File: src/hw/rtl/chmfl_pkg.sv
// Shared constants, codes and types of the buffer-mapping hash table.
package chmfl_pkg;

	localparam int NUM_BUCKETS_DEF    = 1024;
	localparam int POOL_ENTRIES_DEF   = 1280;
	localparam int BUFFER_ID_BITS_DEF = 16;

	localparam int KEY_BITS = 160;
	localparam int ID_PORT_W = 16;

	localparam logic [1:0] ACT_LOOKUP = 2'd0;
	localparam logic [1:0] ACT_INSERT = 2'd1;
	localparam logic [1:0] ACT_DELETE = 2'd2;
	localparam logic [1:0] ACT_SPARE  = 2'd3;

	localparam logic [2:0] ST_FOUND     = 3'd0;
	localparam logic [2:0] ST_ABSENT    = 3'd1;
	localparam logic [2:0] ST_INSERTED  = 3'd2;
	localparam logic [2:0] ST_PRESENT   = 3'd3;
	localparam logic [2:0] ST_DELETED   = 3'd4;
	localparam logic [2:0] ST_DEL_MISS  = 3'd5;
	localparam logic [2:0] ST_POOL_FULL = 3'd6;

	typedef struct packed {
		logic [2:0]           status;
		logic [ID_PORT_W-1:0] id;
	} res_t;

endpackage

File: src/hw/rtl/chmfl_front.sv
// Front end: accepts words, classifies the action, derives the bucket, queues commands.
module chmfl_front #(
	parameter int NUM_BUCKETS = chmfl_pkg::NUM_BUCKETS_DEF,
	parameter int BID_W       = chmfl_pkg::BUFFER_ID_BITS_DEF,
	parameter int BAW         = (NUM_BUCKETS > 1) ? $clog2(NUM_BUCKETS) : 1
) (
	input  logic             clk,
	input  logic             arst_n,
	input  logic             take,
	input  logic [1:0]       action,
	input  logic [31:0]      hash_code,
	input  logic [63:0]      key_a,
	input  logic [63:0]      key_b,
	input  logic [31:0]      key_c,
	input  logic [15:0]      buffer_id,
	output logic             busy,
	output logic             cmd_valid,
	input  logic             cmd_pop,
	output logic [1:0]       cmd_act,
	output logic [BAW-1:0]   cmd_bucket,
	output logic [63:0]      cmd_key_a,
	output logic [63:0]      cmd_key_b,
	output logic [31:0]      cmd_key_c,
	output logic [BID_W-1:0] cmd_id
);
	import chmfl_pkg::*;

	localparam bit IS_POW2 = (NUM_BUCKETS & (NUM_BUCKETS - 1)) == 0;
	localparam logic [3:0] DIGITS = IS_POW2 ? 4'd0 : 4'd8;
	localparam int CMD_W = 2 + BAW + KEY_BITS + BID_W;

	// one nibble of the hash folded into the remainder per cycle
	function automatic logic [BAW-1:0] mod_step(input logic [BAW-1:0] r, input logic [3:0] d);
		logic [BAW+3:0] v;
		logic [BAW+3:0] res;
		v   = {r, d};
		res = v;
		for (int k = 1; k < 16; k++) begin
			if (v >= (BAW+4)'(k * NUM_BUCKETS))
				res = v - (BAW+4)'(k * NUM_BUCKETS);
		end
		return res[BAW-1:0];
	endfunction

	logic             valid_s1;
	logic [3:0]       cnt_s1;
	logic [31:0]      hash_s1;
	logic [BAW-1:0]   rem_s1;
	logic [1:0]       act_s1;
	logic [63:0]      ka_s1;
	logic [63:0]      kb_s1;
	logic [31:0]      kc_s1;
	logic [BID_W-1:0] id_s1;
	logic [BAW-1:0]   bucket_s1;

	logic [CMD_W-1:0] q_mem [2];
	logic             wr_q;
	logic             rd_q;
	logic [1:0]       cnt_q;
	logic             q_push;

	assign bucket_s1 = IS_POW2 ? hash_s1[BAW-1:0] : rem_s1;
	assign q_push    = valid_s1 && (cnt_s1 == 4'd0) && (cnt_q != 2'd2);
	assign busy      = valid_s1;

	always_ff @(posedge clk or negedge arst_n) begin
		if (!arst_n) begin
			valid_s1 <= 1'b0;
			cnt_s1   <= 4'd0;
		end else if (take) begin
			valid_s1 <= 1'b1;
			cnt_s1   <= DIGITS;
		end else if (valid_s1 && cnt_s1 != 4'd0) begin
			cnt_s1 <= cnt_s1 - 4'd1;
		end else if (q_push) begin
			valid_s1 <= 1'b0;
		end
	end

	always_ff @(posedge clk) begin
		if (take) begin
			hash_s1 <= hash_code;
			rem_s1  <= '0;
			ka_s1   <= key_a;
			kb_s1   <= key_b;
			kc_s1   <= key_c;
			id_s1   <= BID_W'(buffer_id);
			// the unused action code behaves as a lookup
			if (action == ACT_INSERT)
				act_s1 <= ACT_INSERT;
			else if (action == ACT_DELETE)
				act_s1 <= ACT_DELETE;
			else
				act_s1 <= ACT_LOOKUP;
		end else if (valid_s1 && cnt_s1 != 4'd0) begin
			rem_s1  <= mod_step(rem_s1, hash_s1[31:28]);
			hash_s1 <= {hash_s1[27:0], 4'd0};
		end
	end

	always_ff @(posedge clk or negedge arst_n) begin
		if (!arst_n) begin
			wr_q  <= 1'b0;
			rd_q  <= 1'b0;
			cnt_q <= 2'd0;
		end else begin
			if (q_push)
				wr_q <= ~wr_q;
			if (cmd_pop)
				rd_q <= ~rd_q;
			cnt_q <= cnt_q + {1'b0, q_push} - {1'b0, cmd_pop};
		end
	end

	always_ff @(posedge clk) begin
		if (q_push)
			q_mem[wr_q] <= {act_s1, bucket_s1, ka_s1, kb_s1, kc_s1, id_s1};
	end

	assign cmd_valid = cnt_q != 2'd0;
	assign {cmd_act, cmd_bucket, cmd_key_a, cmd_key_b, cmd_key_c, cmd_id} = q_mem[rd_q];

endmodule

File: config.mk
export PLATFORM = sky130hd
export DESIGN_NAME = chmfl_front
export DESIGN_NICKNAME = d
export VERILOG_FILES = /design/src/hw/rtl/chmfl_pkg.sv /design/src/hw/rtl/chmfl_front.sv
export SDC_FILE = /design/constraint.sdc
export NUM_CORES = 1
export LEC_CHECK = 0
export BUFFER_PORTS_ARGS = -buffer_cell sky130_fd_sc_hd__buf_2
export CAP_MARGIN = 20
export CELL_PAD_IN_SITES_DETAIL_PLACEMENT = 2
export CELL_PAD_IN_SITES_GLOBAL_PLACEMENT = 2
export CORE_ASPECT_RATIO = 1.1
export CORE_MARGIN = 5
export CORE_UTILIZATION = 45
export CTS_CLUSTER_DIAMETER = 60
export DETAILED_ROUTE_END_ITERATION = 8
export GPL_TIMING_DRIVEN = 0
export PLACE_DENSITY_LB_ADDON = 0.05
export SYNTH_ARGS = -nofsm -noshare
export SYNTH_HDL_FRONTEND = slang
export SYNTH_SLANG_ARGS = --single-unit
export TNS_END_PERCENT = 30
File: constraint.sdc
create_clock -name clk -period 16 [get_ports clk]
set_input_delay 4 -clock clk [delete_from_list [all_inputs] [get_ports clk]]
set_output_delay 4 -clock clk [all_outputs]
set_load 0.005 [all_outputs]
==> flow_metrics.py, run 1 <==
metrics = {
    "status": {
        "status": "aborted with a tool error",
        "flow.stopped_at": "3_5_place_dp",
        "firstError": "[ERROR DPL-0033] detailed placement checks failed during check placement.",
    },
    "place": {
        "post-dp-hpwl_um": 38010,
        "portBuffers": 381,
        "gp_congestion": 0.7242,
    },
    "synth": {
        "synth_cell_types": 27,
        "synth_nets": 1051,
        "ys_top_cells_by_count": "564 x edfxtp_1, 100 x mux2_4, 94 x mux2_2",
        "yosys.area.top_type": "edfxtp_1",
        "synth_seq_area_share_pct": 84.88,
        "synthMostInstantiatedCell": "edfxtp_1",
        "syn_area_per_cell_um2": 24.24,
        "synth-edff-count": 564,
        "syn_inst": 834,
        "synth-async-reset-ratio_pct": 1.571,
        "synth_flop_cell": "edfxtp_1",
        "synth_seq_cells": 573,
        "ys_warn_count": 0,
        "synth_area_leaders": "edfxtp_1 84%, mux2_4 7.4%, mux2_2 5.2%",
        "netlist_area_mm2": 0.02022,
        "synth_top_area_share_pct": 83.76,
    },
    "die": {
        "die_width_um": 212.1,
        "ioPinCount": 404,
        "rows": 81,
        "initial_utilization_pct": 45.45,
        "die_h_um": 232.3,
    },
}
[cell families after synthesis]
logic type	after synthesis	synth area share (%)
AO/OA/AOI/OAI	10	0.3280
XOR/XNOR	5	0.2166
adder cells (fa/ha/maj)	3	0.1857
buffers and inverters	30	1.132
flip-flops	573	84.88
multiplexers	194	12.66
AND/OR/NAND/NOR	19	0.6003
[through the flow]
step	setup WS (ns)	area, um^2	instances	hold slack (ns)
floorplan	6.423	20220	834	0.4215
global placement	0.7646	22850	1796	0.4215
==> run 2, diff against run 1 <==
CELL_PAD_IN_SITES_DETAIL_PLACEMENT = not set   (was 2)
CELL_PAD_IN_SITES_GLOBAL_PLACEMENT = not set   (was 2)
CORE_ASPECT_RATIO = not set   (was 1.1)
CORE_UTILIZATION = 30   (was 45)
CTS_CLUSTER_DIAMETER = not set   (was 60)
PLACE_DENSITY_LB_ADDON = 0.15   (was 0.05)
==> run 2 against run 1 <==
Effect of this change:
- the flow now finishes without violations
- synthesized cell count unchanged
- synthesized area did not move
==> flow_metrics.py, run 2 <==
metrics = {
    "layout": {
        "layout_common_cells": "564 x edfxtp_1, 389 x buf_2, 100 x mux2_4",
        "regMostFlops": "q_mem",
        "largest_reg_flops": 376,
        "nNetsFinal": 1513,
        "layout_commonest_cell": "edfxtp_1",
        "top_regs": "q_mem (376), ka_s1 (64), kb_s1 (64)",
        "area_growth_pct": 26.60,
        "drive_gt1_share_pct": 53.05,
        "fin_util_pct": 38.18,
    },
    "timing": {
        "skew_ns": 0.01608,
        "finalSetupViolations": 0,
        "slew_headroom_pct": 41.66,
        "fin_crit_ns": 6.056,
        "fmax_mhz": 165.1,
        "final_hold_viol_count": 0,
        "drv_slew": 0,
        "rsz0062_at_grt": "false",
        "worst_pin_slew_ns": 0.8751,
        "finalCritPeriodShare_pct": 37.85,
    },
    "die": {
        "ioPinCount": 404,
        "rows": 95,
        "core_mm2": 0.06704,
        "die_area_mm2": 0.07269,
        "initial_utilization_pct": 30.16,
        "die_width_um": 269.6,
        "die_h_um": 269.6,
    },
    "pwr": {
        "power_density_mw_per_mm2": 197.5,
        "p_leak_uw": 0.009478,
        "vdd_ir_drop_max_v": 0.00009467,
        "power.total_uw": 5056,
    },
    "synth": {
        "syn_inst": 834,
        "synth_seq_area_share_pct": 84.88,
        "synth-async-reset-ratio_pct": 1.571,
        "synth-edff-count": 564,
        "synth_nets": 1051,
        "synth_area_leaders": "edfxtp_1 84%, mux2_4 7.4%, mux2_2 5.2%",
        "syn_area_per_cell_um2": 24.24,
        "netlist_area_mm2": 0.02022,
        "yosys.area.top_type": "edfxtp_1",
        "synth_seq_cells": 573,
        "ys_top_cells_by_count": "564 x edfxtp_1, 100 x mux2_4, 94 x mux2_2",
        "synthMostInstantiatedCell": "edfxtp_1",
        "synth_top_area_share_pct": 83.76,
        "synth_flop_cell": "edfxtp_1",
        "ys_warn_count": 0,
        "synth_cell_types": 27,
    },
    "route": {
        "dr.first_iter.drc_count": 447,
        "drtPass1Iterations": 6,
        "routed-via-count": 9378,
        "viasPerCell": 4.222,
        "post_drt_wl_per_cell_um": 19.84,
        "drt-total-wl_um": 44060,
        "drc": 0,
        "ant_nets": 0,
    },
    "grt": {
        "grtUsageMet1_pct": 13.81,
        "antenna_found_initial": 5,
        "grt-busiest-layer": "met2",
        "grt_pass1_wl_um": 64860,
        "gr-usage-met2_pct": 20.00,
        "grtUsageTotal_pct": 11.63,
        "grt-ovfl-total": 0,
        "grt_max_degree": 92,
        "grt_pass1_vias": 10260,
        "met3_usage_pct": 4.205,
    },
    "clock_network": {
        "cts_hold_buf": 0,
        "insertion_delay_ns": 0.61,
        "cts_tree": "done",
        "cts.sinks": 573,
        "post_cts_buffers": 0,
        "cts_resized": 0,
        "cts_max_path_buffers": 3,
        "cts_inserted_buffers": 61,
        "clock-root-buffer": "clkbuf_16",
        "htree_levels": 2,
        "clk_pin_slew_worst_paths_ns": 0.06,
    },
    "critical_path": {
        "endpoint_kind": "output pin",
        "crit_path_max_fanout": 10,
        "critPathLaunchType": "flip-flop",
        "critPathKind": "reg2out",
        "crit_required_ns": 12.00,
        "ff2ff_path_depth": 8,
        "cp.arrival_ns": 2.06,
    },
    "job": {
        "max_cap_viol_count": 0,
    },
    "min_path": {
        "min_path_type": "reg2reg",
        "hold_depth": 0,
    },
    "status": {
        "status": "completed",
    },
    "place": {
        "gp_congestion": 0.6929,
        "portBuffers": 381,
        "post-dp-hpwl_um": 29240,
    },
}
-- run 2: cell counts after synthesis --
No cell type changed its count.
-- run 2: kinds of logic (layout without fill, tap and decap cells) --
logic type	after synthesis	after routing	synth area share [%]
DFF	573	573	84.88
muxes	194	194	12.66
buffers and inverters	30	540	1.132
and+or+nand+nor	19	19	0.6003
AOI/OAI and AO/OA	10	10	0.3280
xor gates and xnor gates	5	5	0.2166
adders and majority gates	3	3	0.1857
other	0	4	0
-- run 2: final cells by class --
type	instances	area, um^2
Clock inverter	32	302.8
Timing Repair Buffer	399	2322
Buffer	23	202.7
Antenna cell	4	10.01
Fill cell	6251	41440
Multi-Input combinational cell	231	2844
Sequential cell	573	17160
Inverter	7	26.28
Tap cell	873	1092
Clock buffer	79	1637
-- run 2: worst paths after layout --
path                                       startpoint                      end  slack [ns]
worst max-delay path                 rd_q$_DFFE_PN0P_            cmd_key_b[22]        9.94
worst min-delay path               kb_s1[5]$_DFFE_PP_   q_mem[0][53]$_DFFE_PP_        0.44
worst max register to register  cnt_s1[0]$_DFFE_PN0P_  q_mem[0][139]$_DFFE_PP_       13.28
worst min register to register     kb_s1[5]$_DFFE_PP_   q_mem[0][53]$_DFFE_PP_        0.44
max in group asynchronous                      arst_n    cnt_s1[1]$_DFFE_PN0P_       12.57
min in group asynchronous                      arst_n    cnt_s1[3]$_DFFE_PN0P_        3.24
-- run 2: critical path: stages (launching register included) --
cell and delay, ns:
dfrtp_1 0.33, buf_6 0.16, buf_6 0.24, buf_6 0.23, mux2_4 0.31, buf_2 0.15
-- run 2: through the flow --
stage          instance area, um^2  std cells  hold WS [ns]  setup slack, ns  TNS, ns
4_1_cts                      25590       2217        0.4365            9.820        0
2_1_floorplan                20220        834        0.4215            6.423        0
6_report                     25600       2221        0.4356            9.944        0
5_1_grt                      25590       2217        0.4503            9.808        0
3_5_place_dp                 23650       2106        0.4290            9.751        0
3_3_place_gp                 23220       2088        0.4219          -0.6875  -233.17
-- run 2: power by group --
group	internal [uW]	switching [uW]	leakage [uW]
combinational	715	708	0.00311
sequential	2160	103	0.00542
clock	799	568	0.000944
total	3680	1380	0.00948
-- run 2: metal layers --
| layer | vias to the layer above | share of wire [%] | wire (um) |
|---|---|---|---|
| li1 | 4270 | - | - |
| met3 | 74 | 7.7 | 3392 |
| met1 | 4753 | 40 | 17670 |
| met2 | 273 | 50 | 21950 |
| met4 | 8 | 2.2 | 991 |
| met5 | - | 0.12 | 52 |
Note: power is estimated with default switching activity, not from simulation.
